==> config.mk <==
export PLATFORM = sky130hd
export DESIGN_NAME = wide_text_to_unsigned_parser_top_flat
export DESIGN_NICKNAME = d
export VERILOG_FILES = /design/src/hdl/wttup_pkg.sv /design/src/hdl/wttup_ifs.sv /design/src/hdl/wttup_in_stage.sv /design/src/hdl/wttup_step.sv /design/src/hdl/wttup_engine.sv /design/src/hdl/wide_text_to_unsigned_parser_top.sv /design/src/flat_wrapper.sv
export VERILOG_INCLUDE_DIRS = /design/src /design/src/hdl
export SDC_FILE = /design/constraint.sdc
export NUM_CORES = 1
export LEC_CHECK = 0
export BUFFER_PORTS_ARGS = -buffer_cell sky130_fd_sc_hd__buf_2
export CAP_MARGIN = 20
export CORE_MARGIN = 2
export CORE_UTILIZATION = 35
export CTS_BUF_LIST = sky130_fd_sc_hd__clkbuf_4 sky130_fd_sc_hd__clkbuf_8
export DETAILED_ROUTE_END_ITERATION = 10
export PLACE_DENSITY = 0.59
export SYNTH_ARGS = -nofsm -noshare
export SYNTH_HDL_FRONTEND = slang
export SYNTH_SLANG_ARGS = --single-unit
==> constraint.sdc <==
create_clock -name clock -period 15.8 [get_ports clock]
set_input_delay 2.37 -clock clock [delete_from_list [all_inputs] [get_ports clock]]
set_output_delay 2.37 -clock clock [all_outputs]
set_load 0.01 [all_outputs]
==> src/hdl/wide_text_to_unsigned_parser_top_macros.svh <==
// ----------------------------------------------------------------------------
// wide text to unsigned parser assertion macros
// shared concurrent assertion forms, clocked on clock, disabled in reset
// ----------------------------------------------------------------------------
`ifndef WIDE_TEXT_TO_UNSIGNED_PARSER_TOP_MACROS_SVH
`define WIDE_TEXT_TO_UNSIGNED_PARSER_TOP_MACROS_SVH

// property that holds at every clock edge out of reset
`define WTTUP_ASSERT_ALWAYS(lbl, expr) \
   lbl: assert property (@(posedge clock) disable iff (reset) (expr)) \
      else $error("wttup assertion failed");

// consequent must hold in the cycle after the antecedent
`define WTTUP_ASSERT_NEXT(lbl, ante, cons) \
   lbl: assert property (@(posedge clock) disable iff (reset) (ante) |=> (cons)) \
      else $error("wttup assertion failed");

`endif

==> src/hdl/wttup_pkg.sv <==
// ----------------------------------------------------------------------------
// wide text to unsigned parser package
// widths, character codes, parse phases and shared types
// ----------------------------------------------------------------------------
package wttup_pkg;

   localparam int CharWidth = 21;
   localparam int ValueWidth = 32;
   localparam int PosWidth = 11;
   localparam int BaseWidth = 6;
   localparam int DigitWidth = 7;

   localparam logic [PosWidth-1:0] MaxStringLength = 11'd1024;

   localparam logic [CharWidth-1:0] CharSpace = 21'h20;
   localparam logic [CharWidth-1:0] CharTab = 21'h09;
   localparam logic [CharWidth-1:0] CharPlus = 21'h2B;
   localparam logic [CharWidth-1:0] CharMinus = 21'h2D;
   localparam logic [CharWidth-1:0] CharZero = 21'h30;
   localparam logic [CharWidth-1:0] CharLowerX = 21'h78;
   localparam logic [CharWidth-1:0] CharUpperX = 21'h58;

   localparam logic [BaseWidth-1:0] BaseAuto = 6'd0;
   localparam logic [BaseWidth-1:0] BaseMin = 6'd2;
   localparam logic [BaseWidth-1:0] BaseOctal = 6'd8;
   localparam logic [BaseWidth-1:0] BaseDecimal = 6'd10;
   localparam logic [BaseWidth-1:0] BaseHex = 6'd16;
   localparam logic [BaseWidth-1:0] BaseMax = 6'd36;

   localparam logic [DigitWidth-1:0] NotDigit = 7'd99;

   typedef enum logic [6:0] {
      PhIdle     = 7'b0000001,
      PhLead     = 7'b0000010,
      PhSigned   = 7'b0000100,
      PhZero     = 7'b0001000,
      PhHexFirst = 7'b0010000,
      PhFirst    = 7'b0100000,
      PhDigits   = 7'b1000000
   } phase_type;

   typedef struct packed {
      phase_type                phase;
      logic                     minus;
      logic [BaseWidth-1:0]     base;
      logic [ValueWidth-1:0]    value;
      logic [PosWidth-1:0]      pos;
      logic [PosWidth-1:0]      dstart;
   } parse_state_type;

   typedef struct packed {
      logic [CharWidth-1:0] char_code;
      logic                 string_start;
   } item_type;

   typedef struct packed {
      logic [ValueWidth-1:0] parsed_value;
      logic [PosWidth-1:0]   end_offset;
   } result_type;

   localparam parse_state_type ResetState = '{
      phase: PhIdle, minus: 1'b0, base: '0, value: '0, pos: '0, dstart: '0
   };

   function automatic logic [DigitWidth-1:0] digit_of(input logic [CharWidth-1:0] c);
      logic [DigitWidth-1:0] d;
      d = NotDigit;
      if (c inside {[21'h30:21'h39]}) begin
         d = DigitWidth'(c - 21'h30);
      end else if (c inside {[21'h61:21'h7A]}) begin
         d = DigitWidth'(c - 21'h61 + 21'd10);
      end else if (c inside {[21'h41:21'h5A]}) begin
         d = DigitWidth'(c - 21'h41 + 21'd10);
      end
      return d;
   endfunction

endpackage

==> src/hdl/wttup_ifs.sv <==
// ----------------------------------------------------------------------------
// wide text to unsigned parser channels
// valid/ready channels for characters in and parsed numbers out
// ----------------------------------------------------------------------------
interface wttup_req_if;
   logic        valid;
   logic        ready;
   logic [20:0] char_code;
   logic        string_start;

   modport source (output valid, char_code, string_start, input ready);
   modport sink (input valid, char_code, string_start, output ready);
endinterface

interface wttup_rsp_if;
   logic        valid;
   logic        ready;
   logic [31:0] parsed_value;
   logic [10:0] end_offset;

   modport source (output valid, parsed_value, end_offset, input ready);
   modport sink (input valid, parsed_value, end_offset, output ready);
endinterface

==> src/hdl/wttup_in_stage.sv <==
// ----------------------------------------------------------------------------
// wttup input stage
// registers one character transfer ahead of the parse step
// ----------------------------------------------------------------------------
module wttup_in_stage (
   input  logic                clock,
   input  logic                reset,
   wttup_req_if.sink           req_if,
   output logic                item_valid,
   output wttup_pkg::item_type item,
   input  logic                item_ready
);
   import wttup_pkg::*;

   logic     valid_ff;
   item_type item_ff;
   logic     load;

   assign req_if.ready = !valid_ff || item_ready;
   assign load = req_if.valid && req_if.ready;

   always_ff @(posedge clock) begin
      if (reset) begin
         valid_ff <= 1'b0;
      end else if (req_if.ready) begin
         valid_ff <= req_if.valid;
      end
   end

   always_ff @(posedge clock) begin
      if (load) begin
         item_ff.char_code <= req_if.char_code;
         item_ff.string_start <= req_if.string_start;
      end
   end

   assign item_valid = valid_ff;
   assign item = item_ff;
endmodule

==> src/hdl/wttup_step.sv <==
// ----------------------------------------------------------------------------
// wttup parse step
// next parse state and optional result for one character
// ----------------------------------------------------------------------------
module wttup_step (
   input  wttup_pkg::item_type        item,
   input  logic [5:0]                 cfg_base,
   input  wttup_pkg::parse_state_type cur,
   output wttup_pkg::parse_state_type nxt,
   output logic                       emit,
   output wttup_pkg::result_type      result
);
   import wttup_pkg::*;

   parse_state_type         s;
   logic                    done;
   logic [CharWidth-1:0]    c;
   logic [DigitWidth-1:0]   d;
   logic                    digit_ok;
   logic [ValueWidth-1:0]   prod;
   logic [ValueWidth-1:0]   mac;
   logic [PosWidth-1:0]     pos_adv;
   result_type              res;

   assign c = item.char_code;
   assign d = digit_of(c);

   always_comb begin
      s = cur;
      done = 1'b0;
      emit = 1'b0;
      res = '0;
      digit_ok = 1'b0;
      prod = '0;
      mac = '0;
      pos_adv = '0;
      if (item.string_start) begin
         s.phase = PhLead;
         s.minus = 1'b0;
         s.value = '0;
         s.pos = '0;
         s.dstart = '0;
         s.base = cfg_base;
      end
      pos_adv = (s.pos < MaxStringLength) ? s.pos + 11'd1 : s.pos;
      if (s.phase == PhIdle) begin
         done = 1'b1;
      end
      // leading blanks and sign
      if (!done && s.phase == PhLead) begin
         if (c == CharSpace || c == CharTab) begin
            s.pos = pos_adv;
            done = 1'b1;
         end else begin
            s.phase = PhSigned;
            if (c == CharPlus || c == CharMinus) begin
               s.minus = (c == CharMinus);
               s.pos = pos_adv;
               done = 1'b1;
            end
         end
      end
      // possible radix prefix
      if (!done && s.phase == PhSigned) begin
         if (c == CharZero && (s.base == BaseAuto || s.base == BaseHex)) begin
            s.pos = pos_adv;
            s.dstart = pos_adv;
            s.phase = PhZero;
            done = 1'b1;
         end else begin
            if (s.base == BaseAuto) begin
               s.base = BaseDecimal;
            end
            s.phase = PhFirst;
         end
      end
      if (!done && s.phase == PhZero) begin
         if (c == CharLowerX || c == CharUpperX) begin
            s.pos = pos_adv;
            s.base = BaseHex;
            s.phase = PhHexFirst;
            done = 1'b1;
         end else begin
            if (s.base == BaseAuto) begin
               s.base = BaseOctal;
            end
            s.phase = PhDigits;
         end
      end
      // digit accumulate
      digit_ok = (s.base >= BaseMin) && (s.base <= BaseMax)
               && (d < {1'b0, s.base});
      prod = s.value * {{(ValueWidth-BaseWidth){1'b0}}, s.base};
      mac = prod + {{(ValueWidth-DigitWidth){1'b0}}, d};
      if (!done && s.phase == PhHexFirst) begin
         done = 1'b1;
         if (digit_ok) begin
            s.value = mac;
            s.pos = pos_adv;
            s.phase = PhDigits;
         end else begin
            emit = 1'b1;
            res.end_offset = s.dstart;
            s.phase = PhIdle;
         end
      end
      if (!done && s.phase == PhFirst) begin
         done = 1'b1;
         if (digit_ok) begin
            s.value = mac;
            s.pos = pos_adv;
            s.phase = PhDigits;
         end else begin
            emit = 1'b1;
            s.phase = PhIdle;
         end
      end
      if (!done && s.phase == PhDigits) begin
         if (digit_ok) begin
            s.value = mac;
            s.pos = pos_adv;
         end else begin
            emit = 1'b1;
            res.parsed_value = s.minus ? (~s.value + 32'd1) : s.value;
            res.end_offset = s.pos;
            s.phase = PhIdle;
         end
      end
   end

   assign nxt = s;
   assign result = res;
endmodule

==> src/hdl/wttup_engine.sv <==
// ----------------------------------------------------------------------------
// wttup parse engine
// parse state, base register and result register around the parse step
// ----------------------------------------------------------------------------
`include "wide_text_to_unsigned_parser_top_macros.svh"

module wttup_engine (
   input  logic                clock,
   input  logic                reset,
   input  logic                csr_wr_en,
   input  logic [wttup_pkg::BaseWidth-1:0] csr_wr_data,
   input  logic                item_valid,
   input  wttup_pkg::item_type item,
   output logic                item_ready,
   wttup_rsp_if.source         rsp_if
);
   import wttup_pkg::*;

   parse_state_type      state_ff;
   parse_state_type      state_in;
   logic [BaseWidth-1:0] base_ff;
   logic                 rsp_valid_ff;
   result_type           rsp_ff;
   result_type           step_result;
   logic                 step_emit;
   logic                 fire;

   wttup_step u_step (
      .item     (item),
      .cfg_base (base_ff),
      .cur      (state_ff),
      .nxt      (state_in),
      .emit     (step_emit),
      .result   (step_result)
   );

   // only a character that ends a number waits on a held result
   assign item_ready = !rsp_valid_ff || rsp_if.ready || !step_emit;
   assign fire = item_valid && item_ready;

   always_ff @(posedge clock) begin
      if (reset) begin
         state_ff <= ResetState;
         base_ff <= '0;
         rsp_valid_ff <= 1'b0;
      end else begin
         if (csr_wr_en) begin
            base_ff <= csr_wr_data;
         end
         if (fire) begin
            state_ff <= state_in;
         end
         if (fire && step_emit) begin
            rsp_valid_ff <= 1'b1;
         end else if (rsp_if.ready) begin
            rsp_valid_ff <= 1'b0;
         end
      end
   end

   always_ff @(posedge clock) begin
      if (fire && step_emit) begin
         rsp_ff <= step_result;
      end
   end

   assign rsp_if.valid = rsp_valid_ff;
   assign rsp_if.parsed_value = rsp_ff.parsed_value;
   assign rsp_if.end_offset = rsp_ff.end_offset;

   `WTTUP_ASSERT_ALWAYS(a_phase_onehot, $onehot(state_ff.phase))
   `WTTUP_ASSERT_ALWAYS(a_pos_bound, state_ff.pos <= MaxStringLength)
   `WTTUP_ASSERT_ALWAYS(a_dstart_le_pos, state_ff.dstart <= state_ff.pos)
   `WTTUP_ASSERT_NEXT(a_emit_to_idle, fire && step_emit,
      rsp_valid_ff && state_ff.phase == PhIdle)
endmodule

==> src/hdl/wide_text_to_unsigned_parser_top.sv <==
// ----------------------------------------------------------------------------
// wide text to unsigned parser
// streaming strtoul-style number parser over wide characters
// ----------------------------------------------------------------------------
// req_if carries one 21-bit character per transfer; string_start marks the
// first character of a new string and restarts the parse, dropping any
// unfinished number. rsp_if gives one parsed_value/end_offset transfer when
// the first non-digit ends a number. csr_wr_data sets the radix (0 = auto)
// and is sampled at each string start; write it only while the block is idle.
// Throughput is one character per cycle unless a held result stalls it: one
// step of the parse state, with a single 32x6 multiply-add, sits between the
// input register and the result register. A character passes the input
// register, then its result is registered in the result register.
// When rsp_if stalls, the finished result is held and characters that do not
// end a number keep flowing; a character that would end another number waits
// in the input register and req_if stalls behind it.
// Reset clears the parse state to idle, the radix to 0 and drops any pending
// result; characters without string_start are ignored while idle.
// ----------------------------------------------------------------------------
module wide_text_to_unsigned_parser_top (
   input  logic                            clock,
   input  logic                            reset,
   wttup_req_if.sink                       req_if,
   wttup_rsp_if.source                     rsp_if,
   input  logic                            csr_wr_en,
   input  logic [wttup_pkg::BaseWidth-1:0] csr_wr_data
);
   import wttup_pkg::*;

   logic     item_valid;
   logic     item_ready;
   item_type item;

   wttup_in_stage u_in_stage (
      .clock      (clock),
      .reset      (reset),
      .req_if     (req_if),
      .item_valid (item_valid),
      .item       (item),
      .item_ready (item_ready)
   );

   wttup_engine u_engine (
      .clock       (clock),
      .reset       (reset),
      .csr_wr_en   (csr_wr_en),
      .csr_wr_data (csr_wr_data),
      .item_valid  (item_valid),
      .item        (item),
      .item_ready  (item_ready),
      .rsp_if      (rsp_if)
   );
endmodule
==> src/flat_wrapper.sv <==
// flat-port wrapper written by rule: the top's interface ports become plain ports
module wide_text_to_unsigned_parser_top_flat import wttup_pkg::*;
  (clock, reset, csr_wr_en, csr_wr_data, req_if_valid, req_if_char_code, req_if_string_start, req_if_ready, rsp_if_valid, rsp_if_parsed_value, rsp_if_end_offset, rsp_if_ready);
  wttup_req_if req_if_i ();
  wttup_rsp_if rsp_if_i ();
  input  logic clock;
  input  logic reset;
  input  logic csr_wr_en;
  input  logic [wttup_pkg::BaseWidth-1:0] csr_wr_data;
  input wire logic [$bits(req_if_i.valid)-1:0] req_if_valid;
  input wire logic [$bits(req_if_i.char_code)-1:0] req_if_char_code;
  input wire logic [$bits(req_if_i.string_start)-1:0] req_if_string_start;
  output wire logic [$bits(req_if_i.ready)-1:0] req_if_ready;
  output wire logic [$bits(rsp_if_i.valid)-1:0] rsp_if_valid;
  output wire logic [$bits(rsp_if_i.parsed_value)-1:0] rsp_if_parsed_value;
  output wire logic [$bits(rsp_if_i.end_offset)-1:0] rsp_if_end_offset;
  input wire logic [$bits(rsp_if_i.ready)-1:0] rsp_if_ready;
  assign req_if_i.valid = req_if_valid;
  assign req_if_i.char_code = req_if_char_code;
  assign req_if_i.string_start = req_if_string_start;
  assign req_if_ready = req_if_i.ready;
  assign rsp_if_valid = rsp_if_i.valid;
  assign rsp_if_parsed_value = rsp_if_i.parsed_value;
  assign rsp_if_end_offset = rsp_if_i.end_offset;
  assign rsp_if_i.ready = rsp_if_ready;
  wide_text_to_unsigned_parser_top u_core (.clock(clock), .reset(reset), .req_if(req_if_i), .rsp_if(rsp_if_i), .csr_wr_en(csr_wr_en), .csr_wr_data(csr_wr_data));
endmodule
## Yosys cells after proc, flatten, opt, wreduce, memory -nomap -nowiden

Index checks and enable logic that the tools add are counted.

- Input bits: 33
- Register bits: 141
- Word-level logic and storage cells: 143

- Eq/ne operators: 15
- Reductions and logical operators: 35
- Bitwise logic cells: 2
- Add/subtract/negate cells: 8
- Multiply operators: 1
- Order comparisons: 10
- Multiplexer cells: 59

Operators by type and width:

| cell | number |
|---|---|
| 43-bit two-way mux | 6 |
| 11-bit two-way mux | 10 |
| 21-bit by 6-bit equality test with 1-bit output (second input constant) | 4 |
| 7-bit two-way mux | 11 |
| 68-bit two-way mux | 1 |
| 22-bit two-way mux | 2 |
| 21-bit by 7-bit equality test with 1-bit output (second input constant) | 2 |
| 21-bit by 7-bit >= comparator with 1-bit output (second input constant) | 2 |
| 21-bit by 7-bit <= comparator with 1-bit output (second input constant) | 2 |
| 6-bit two-way mux | 7 |
| 32-bit by 1-bit adder with 32-bit output (second input constant) | 1 |
| 32-bit by 7-bit adder with 32-bit output | 1 |
| 32-bit by 6-bit multiplier with 32-bit output | 1 |
| 32-bit two-way mux | 1 |
| 32-bit inverter | 1 |
| 21-bit by 4-bit equality test with 1-bit output (second input constant) | 1 |
| 21-bit by 6-bit >= comparator with 1-bit output (second input constant) | 1 |
| 21-bit by 6-bit <= comparator with 1-bit output (second input constant) | 1 |
| 1-bit two-way mux | 19 |
| 8-bit two-way mux | 2 |
| 1-bit logical AND | 15 |
| 7-bit by 4-bit adder with 7-bit output (second input constant) | 2 |
| 7-bit subtractor (second input constant) | 2 |
| 6-bit logical NOT | 2 |
| 19 further kinds | 33 |

## Longest topological paths before layout

Gate-level depths: netlist of run 1.

- Depth after elaboration: 29
- Gate-level depth with buffers: 34
- Depth with buffers taken out: 30

## Modules after synthesis

Synthesis of run 1 repeated with hierarchy kept, for this count alone.

- Cells, all modules: 1754
- Area, all modules: 15024.4 µm²

By module, submodules not included:

| module | times used | cells an instance | area each (µm²) |
|---|---|---|---|
| wttup_step | 1 | 1349 | 9845.7 |
| wttup_engine | 1 | 378 | 4463.0 |
| wttup_in_stage | 1 | 27 | 715.7 |

## Least setup slack after synthesis of run 1

OpenSTA, ideal clock, no wires.

- Path kind: register -> register
- Start: reg u_core.u_in_stage.item_ff, in the netlist u_core.u_in_stage.item[1]
- End: reg u_core.u_engine.rsp_ff, in the netlist u_core.u_engine.rsp_if.parsed_value[30] (data pin)
- Clock period less this slack: 7.869 ns
- Setup slack: 7.931 ns
- Arrival time: 7.606 ns
- Cell stages (with the launch flop): 33
- Cell sequence: edfxtp_1 clkbuf_1 inv_1 ha_1 nand4bb_1 o211ai_1 a31oi_1 o2111ai_2 clkbuf_1 nand2_1 clkbuf_1 nor2_1 fa_1 inv_1 fa_1 inv_1 fa_1 inv_1 fa_1 inv_1 ha_1 o21ai_0 o21a_1 o31ai_1 xor2_1 or4_4 or2_4 nor4b_4 nor4b_4 o22ai_1 o31ai_1 xor2_1 nor2_1

- Longest elaborated chain between the ends: 24

RTL lines:

| element | line | text |
|---|---|---|
| start: declaration | wttup_in_stage.sv:16 | `item_type item_ff;` |
| parallel branches: the longest is 24 deep, another holds 32-bit by 6-bit multiplier with 32-bit output | n/a |  |
| end signal: assignment | wttup_engine.sv:63 | `rsp_ff <= step_result;` |
| end: declaration | wttup_engine.sv:23 | `result_type rsp_ff;` |

Several ways; the timed one is not identified.
A chain may end at the register's enable or synchronous reset.

## Final worst setup path of run 1

- Start: reg u_core.u_in_stage.item_ff, in the netlist u_core.u_in_stage.item[10]
- End: reg u_core.u_engine.rsp_ff, in the netlist u_core.u_engine.rsp_if.parsed_value[30] (data pin)

Same word-level chain as after synthesis.

==> results_dict.tcl, run 1 <==
set metrics [dict create \
    outcome "finished, final reports clean" \
    worst_pin_slew_ns 1.04 \
    synth_edf_count 65 \
    power.share.clock_pct 39.5 \
    yosys.area.top_type "fa_1" \
    reg2reg_to "u_core.u_engine.rsp_if.parsed_value[30]" \
    path_max_fanout 18 \
    cts-htree-levels 4 \
    drcViolationCount 0 \
    clk-insertion-delay-late_ns 0.49 \
    slowest_delay_ns 0.69 \
    fin_skew_ns 0.0186 \
    synth_top_area_share_pct 16.2 \
    peakVddDrop_uv 51.4 \
    vias 12400 \
    yosys.area_share.simple_pct 23.0 \
    die_area_um2 41400 \
    antenna_found_initial 1 \
    drv_cap 0 \
    r2r_slack_ns 6.65 \
    drive_above_1_share_pct 10.2 \
    critPathTopFamily "simple AND/OR/NAND/NOR gates" \
    slew-limit-headroom_pct 30.4 \
    muxShareOfSynthArea_pct 1.77 \
    synthArstFlopShare_pct 0 \
    hold_violations 0 \
    crit_type "reg -> reg" \
    grt_setup_unrepaired "no" \
    ios 78 \
    core-area_um2 39500 \
    rows 73 \
    synth_top_family_by_area "adder cells" \
    arrival_ns 9.40 \
    power.leakage_uw 0.00639 \
    start_util_pct 35.2 \
    p_per_area_nw_per_um2 51.7 \
    synthCells 1653 \
    port_buffers 77 \
    netlist_area_um2 13900 \
    worst-path-buf-inv 5 \
    avgSynthCellArea_um2 8.43 \
    cts_repair_resize_count 0 \
    min_period_ns 9.15 \
    cp.depth 28 \
    start_kind "register" \
    clockRootBuffer "clkbuf_8" \
    hold_buffers 0 \
    grt_start_max_net_pins 78 \
    synth_cell_types 94 \
    cts_tree "done" \
    p_sw_uw 228 \
    ys_ff_latch 141 \
    hold_path_class "reg -> reg" \
    cts_num_sinks 141 \
    clockBufferDepth 2 \
    die_w_um 204 \
    worstPathRequired_ns 16.05 \
    seqPwrFrac_pct 50.4 \
    synthTopCellsByArea "fa_1, edfxtp_1, dfxtp_1" \
    drt_iter0_drc 974 \
    grt_pass1_wl_um 67400 \
    end_kind "register" \
    slew_violations 0 \
    grt_pass1_vias 12700 \
    ant_nets 0 \
    synth_compound_area_share_pct 17.3 \
    hold_depth 2 \
    synth_xor_area_share_pct 4.62 \
    p_sw_share_pct 29.2 \
    yosysSeqAreaShare_pct 24.9 \
    routed_via_density 5.58 \
    ff2ff_path_depth 28 \
    p_int_uw 553 \
    ys_warn_count 0 \
    synth_adder_area_share_pct 23.2 \
    dp_hpwl_um 30800 \
    critPathSlowestCell "o2111ai_2" \
    holdCritStartpoint "u_core.u_engine.state_ff[60]" \
    utilization_pct 38.2 \
    comb_power_share_pct 10.1 \
    syn_nets 1877 \
    clkTransAtPathRegs_ns 0.09 \
    dr.pass1.iters 5 \
    wl_per_cell_um 18.6 \
    r2r-start "u_core.u_in_stage.item[10]" \
    nFillCells 3991 \
    gp_congestion 0.901 \
    cts_setup_buffers 0 \
    cts_buffers 17 \
    min_to "u_core.u_engine.state_ff[60]" \
    ys.flop_type "dfxtp_1" \
    setup_tns_ns 0 \
    drt-total-wl_um 41300 \
    nNetsFinal 1904 \
    setup_viol 0 \
    final_min_period_over_clock_period_pct 57.9 \
    track_usage_pct 20.6 \
    grt_overflow 0 \
    fp.dieH_um 204 \
    fmax_ghz 0.109 \
    hold_ws_ns 0.458 \
    syn_to_final_growth_pct 8.53 \
]
==> state kept, by name, summed over array words and instances (netlist names) <==
| signal | cells |
|---|---|
| u_core.u_engine.state_ff | 68 |
| u_core.u_engine.rsp_if.parsed_value | 32 |
| u_core.u_in_stage.item | 22 |
| u_core.u_engine.rsp_if.end_offset | 11 |
| u_core.u_engine.base_ff | 6 |
| u_core.u_engine.rsp_if.valid | 1 |
| u_core.u_in_stage.item_valid | 1 |
==> worst reg2reg max path, delay by kind of cell (launching register included) <==
family / cells / cell delay, ns
AND/OR/NAND/NOR: 9 / 3.27
AO/OA/AOI/OAI: 7 / 2.13
adder cells (fa/ha/maj): 5 / 2.10
buffers and inverters: 5 / 0.72
flip-flops: 1 / 0.37
XOR/XNOR: 2 / 0.33
==> per-stage QoR <==
step / setup WS [ns] / std cells / power [µW] / area [µm²]
2_1_floorplan: 7.93 / 1653 / 453 / 13900
3_3_place_gp: 7.04 / 2186 / 479 / 14700
3_5_place_dp: 6.80 / 2186 / 480 / 14700
4_1_cts: 6.75 / 2218 / 788 / 15100
5_1_grt: 6.08 / 2218 / 810 / 15100
6_report: 6.65 / 2219 / 782 / 15100
==> cells by family after synthesis <==
| kind of cell | count (synthesis) |
|---|---|
| buffers and inverters | 169 |
| AOI/OAI and AO/OA | 367 |
| and+or+nand+nor | 689 |
| DFF | 141 |
| xor gates and xnor gates | 72 |
| adders and majority gates | 191 |
| muxes | 24 |
==> metal layers <==
layer	up-vias	share of wire, %	routed length [µm]	track usage (%)
met5	-	0	0	0
met1	6063	44	18300	26.7
met2	399	48	19700	34.4
met4	0	2.1	854	7.56
li1	5859	-	-	-
met3	57	5.9	2440	3.64
==> final cells by class <==
| cell class | count | area, µm² | area share [%] |
|---|---|---|---|
| inverters | 82 | 308 | 2.04 |
| diodes | 1 | 2.50 | 0.0165 |
| well taps | 525 | 657 | 4.34 |
| clock buffers | 18 | 241 | 1.60 |
| clock inverters | 14 | 158 | 1.04 |
| repair buffers | 95 | 520 | 3.44 |
| multi-input cells | 1343 | 9760 | 64.6 |
| flip-flops and latches | 141 | 3470 | 23.0 |
==> power groups by stage <==
stage	logic (µW)	clock network, µW	registers (µW)
3_3_place_gp	77.0	0	402
5_1_grt	86.3	329	395
3_5_place_dp	77.9	0	402
6_report	79.1	309	394
4_1_cts	78.2	316	394
2_1_floorplan	54.4	0	398
==> synth_stat cells, drive strengths merged, types with 17 or more instances <==
cell    instances
xnor2          45
o211ai         20
a21oi         114
nand4          18
ha             78
mux2i          19
nand2         147
clkbuf         64
edfxtp         65
o21ai          64
nor2          323
dfxtp          76
inv            78
fa            113
buf            22
nand3          48
xor2           26
nor3           27
nor2b          17
a22oi          35
a31oi          20
==> placed cells by master, fill, tap and decap left out, types with 6 or more instances in the layout <==
master / Yosys / layout
nand4_1: 18 / 18
fa_1: 113 / 113
nor3b_1: 7 / 7
o22ai_1: 15 / 15
o31ai_1: 7 / 7
or2_2: 8 / 8
nand3b_1: 9 / 9
o2111ai_1: 7 / 7
nand2b_1: 7 / 7
nor4_1: 13 / 13
edfxtp_1: 65 / 65
mux2i_1: 19 / 19
buf_4: 2 / 18
buf_2: 13 / 77
o211ai_1: 20 / 20
a211oi_1: 12 / 12
a22oi_1: 35 / 35
clkbuf_8: 2 / 17
and3_1: 12 / 12
inv_1: 78 / 78
a21oi_1: 113 / 112
a31oi_1: 19 / 19
o21ai_0: 52 / 51
and2_1: 9 / 9
o21a_1: 10 / 10
nand2_1: 146 / 146
a21o_1: 10 / 10
o21ai_1: 8 / 8
or3_1: 14 / 14
ha_1: 78 / 78
nor3_1: 26 / 26
dfxtp_1: 76 / 76
nand3_1: 48 / 48
o21bai_1: 6 / 6
xnor2_1: 45 / 45
nor2_1: 323 / 322
xor2_1: 26 / 26
nor2b_1: 17 / 17
==> how the worst max path moves through the flow <==
stage	startpoint	end	slack [ns]
after floorplan	u_core.u_in_stage.item[1]	u_core.u_engine.rsp_if.parsed_value[30]	7.93
after detailed placement	u_core.u_in_stage.item[10]	u_core.u_engine.rsp_if.parsed_value[30]	6.80
after CTS	u_core.u_in_stage.item[10]	u_core.u_engine.rsp_if.parsed_value[30]	6.75
after global placement	u_core.u_in_stage.item[10]	u_core.u_engine.rsp_if.parsed_value[30]	7.04
final	u_core.u_in_stage.item[10]	u_core.u_engine.rsp_if.parsed_value[30]	6.65
after global routing	u_core.u_in_stage.item[9]	u_core.u_engine.rsp_if.parsed_value[31]	6.08
Power figures use the tool's default switching activity.
==> run 2, diff against run 1 <==
Settings changed: ABC_AREA from default to 1, PLACE_DENSITY 0.59 to 0.6.
Clock period 15.8 ns to 7.8 ns, I/O delays scaled along.
==> run 2 against run 1 <==
  * Power up 140%
  * Hold slack gained 0.012 ns
  * Area after synthesis grew 4.0%
  * Sequential power increased by 110%
  * Core utilization grew 1.8 points
  * Fmax increased by 24%
  * Combinational power grew to 5.8 times the previous value
  * Clock skew is 0.0010 ns higher
  * Cell count is 19% higher
  * Final area up 8.2%
  * First-iteration DRC count up 9.4%
  * Via count rose by 12%
==> results_dict.tcl, run 2 <==
set metrics [dict create \
    regMostFlops "u_core.u_engine.state_ff" \
    r2r_slack_ns 0.40 \
    peakVddDrop_uv 107 \
    slowest_delay_ns 0.57 \
    avgSynthCellArea_um2 7.17 \
    min_to "u_core.u_engine.state_ff[0]" \
    yosys.area_share.simple_pct 29.0 \
    ios 78 \
    start_kind "register" \
    synthArstFlopShare_pct 0 \
    cts_num_sinks 141 \
    syn_to_final_growth_pct 12.8 \
    end_kind "register" \
    cts-htree-levels 4 \
    crit_top_cell "nand2_1" \
    final_min_period_over_clock_period_pct 94.9 \
    drive_above_1_share_pct 14.1 \
    p_int_uw 1240 \
    clockBufferDepth 2 \
    critPathTopFamily "adder cells" \
    hold_path_class "reg -> reg" \
    synth.most_common_cell "nand2_1" \
    final_common_cell "nand2_1" \
    worstPathRequired_ns 8.06 \
    grt_setup_unrepaired "yes" \
    ff2ff_path_depth 44 \
    port_buffers 77 \
    utilization_pct 40.1 \
    drcViolationCount 0 \
    yosysSeqAreaShare_pct 24.0 \
    seqPwrFrac_pct 43.7 \
    drt_iter0_drc 1066 \
    dr.pass1.iters 5 \
    min_period_ns 7.40 \
    critPathSlowestCell "fa_1" \
    synth_xor_area_share_pct 3.08 \
    die_w_um 207 \
    largest_register_ff_count 68 \
    slew_violations 0 \
    synth_adder_area_share_pct 22.3 \
    nFillCells 4251 \
    vias 13900 \
    antenna_found_initial 0 \
    muxShareOfSynthArea_pct 0 \
    synth_top_family_by_area "simple AND/OR/NAND/NOR gates" \
    diodes 0 \
    arrival_ns 7.66 \
    fin_skew_ns 0.0196 \
    syn_nets 2246 \
    drv_cap 0 \
    routed_via_density 5.24 \
    clockRootBuffer "clkbuf_8" \
    multiInputGateArea_um2 10100 \
    rows 74 \
    grt_overflow 0 \
    p_per_area_nw_per_um2 114 \
    cts_buffers 17 \
    p_sw_share_pct 33.7 \
    worst-path-buf-inv 6 \
    crit_type "reg -> reg" \
    power.leakage_uw 0.00793 \
    slew-limit-headroom_pct 31.3 \
    drt-total-wl_um 43800 \
    nNetsFinal 2322 \
    seq_area_um2 3470 \
    synth_compound_area_share_pct 13.1 \
    clk-insertion-delay-late_ns 0.51 \
    grt_start_max_net_pins 105 \
    ys.flop_type "dfxtp_1" \
    hold_violations 0 \
    synth_top_area_share_pct 15.6 \
    clkTransAtPathRegs_ns 0.08 \
    fin_ws_ns 0.400 \
    core-area_um2 40800 \
    yosys.area.top_type "fa_1" \
    grt_pass1_vias 13500 \
    power.share.clock_pct 31.6 \
    outcome "finished, final reports clean" \
    reg2reg_to "u_core.u_engine.rsp_if.parsed_value[31]" \
    cts_tree "done" \
    holdCritStartpoint "u_core.u_engine.state_ff[0]" \
    fmax_ghz 0.135 \
    netlist_area_um2 14500 \
    grt_pass1_wl_um 70700 \
    path_max_fanout 5 \
    gp_congestion 0.918 \
    wl_per_cell_um 16.6 \
    mostFrequentLayoutCells "nand2_1, nor2_1, inv_1" \
    ys_ff_latch 141 \
    dp_hpwl_um 33600 \
    track_usage_pct 20.3 \
    die_area_um2 43100 \
    comb_power_share_pct 24.7 \
    p_sw_uw 628 \
    synth_cell_types 53 \
    start_util_pct 35.5 \
    hold_ws_ns 0.470 \
    hold_buffers 0 \
    worst_pin_slew_ns 1.03 \
    synthCells 2022 \
    fp.dieH_um 207 \
    hold_depth 2 \
    synthTopCellsByArea "fa_1, edfxtp_1, nand2_1" \
    synth_edf_count 65 \
    setup_viol 0 \
    ys_warn_count 0 \
    dp_slack_ns -0.0740 \
    ant_nets 0 \
    netlist_top_cells_count "nand2_1, nor2_1, inv_1, o21ai_0, fa_1" \
    r2r-start "u_core.u_in_stage.item[1]" \
]
[run 2: tightest hold or removal path: cells and delay by family (launching register included)]
kind	cells	cell delay (ns)
compound gates	1	0.05
flops	1	0.32
simple gates	1	0.06
[run 2: worst max-delay path by stage]
| stage | end | slack (ns) | depth (start not counted) | start |
|---|---|---|---|---|
| 4_1_cts | u_core.u_engine.rsp_if.parsed_value[19] | 0.03 | 48 | u_core.u_in_stage.item[2] |
| 5_1_grt | u_core.u_engine.rsp_if.parsed_value[31] | -0.03 | 43 | u_core.u_in_stage.item[2] |
| 3_5_place_dp | u_core.u_engine.rsp_if.parsed_value[19] | -0.07 | 48 | u_core.u_in_stage.item[2] |
| 3_3_place_gp | u_core.u_engine.rsp_if.parsed_value[19] | 0.09 | 48 | u_core.u_in_stage.item[2] |
| 2_1_floorplan | u_core.u_engine.rsp_if.parsed_value[31] | 0.65 | 49 | u_core.u_in_stage.item[5] |
| 6_report | u_core.u_engine.rsp_if.parsed_value[31] | 0.40 | 44 | u_core.u_in_stage.item[1] |
[run 2: cell type report]
type	count	share of cell area [%]
sequential	141	21.2
timing repair buffer	131	5.37
multi-input combinational	1567	61.5
clock inverter	13	0.757
inverter	240	5.52
tap	532	4.07
clock buffer	19	1.52
[run 2: repair_timing]
action | in CTS | in global routing
endpoints found under the setup margin | 10 | 26
gates cloned | 0 | 2
setup buffers | 0 | 12
pin swaps | 0 | 26
resized for setup | 2 | 90
[run 2: kinds of logic (layout without fill, tap and decap cells)]
family | after synthesis | in the layout
buffers and inverters | 314 | 403
adder cells (fa/ha/maj) | 191 | 191
AO/OA/AOI/OAI | 332 | 332
flip-flops | 141 | 141
XOR/XNOR | 51 | 51
AND/OR/NAND/NOR | 993 | 993
[run 2: metal layers]
metal	GRT usage [%]	vias to the layer above	wire length, µm
met1	27.5	6599	20000
met3	3.28	66	2760
met5	0	-	0
met4	6.18	0	1010
met2	33.3	470	20100
li1	-	6718	-
[run 2: stage by stage]
stage               area, µm²  std cells  power [µW]  setup TNS, ns
CTS                     15900       2629        1850              0
detailed placement      15500       2597        1250         -0.295
finish                  16400       2643        1870              0
global route            16400       2643        1960         -0.118
floorplan               14500       2022        1120              0
global placement        15500       2597        1250              0
[run 2: power groups by stage]
stage,Sequential [µW],Clock (µW),Combinational (µW)
after floorplan,826,0,298
after global placement,831,0,421
after detailed placement,831,0,423
after CTS,815,604,426
after global routing,818,632,513
final,815,589,462
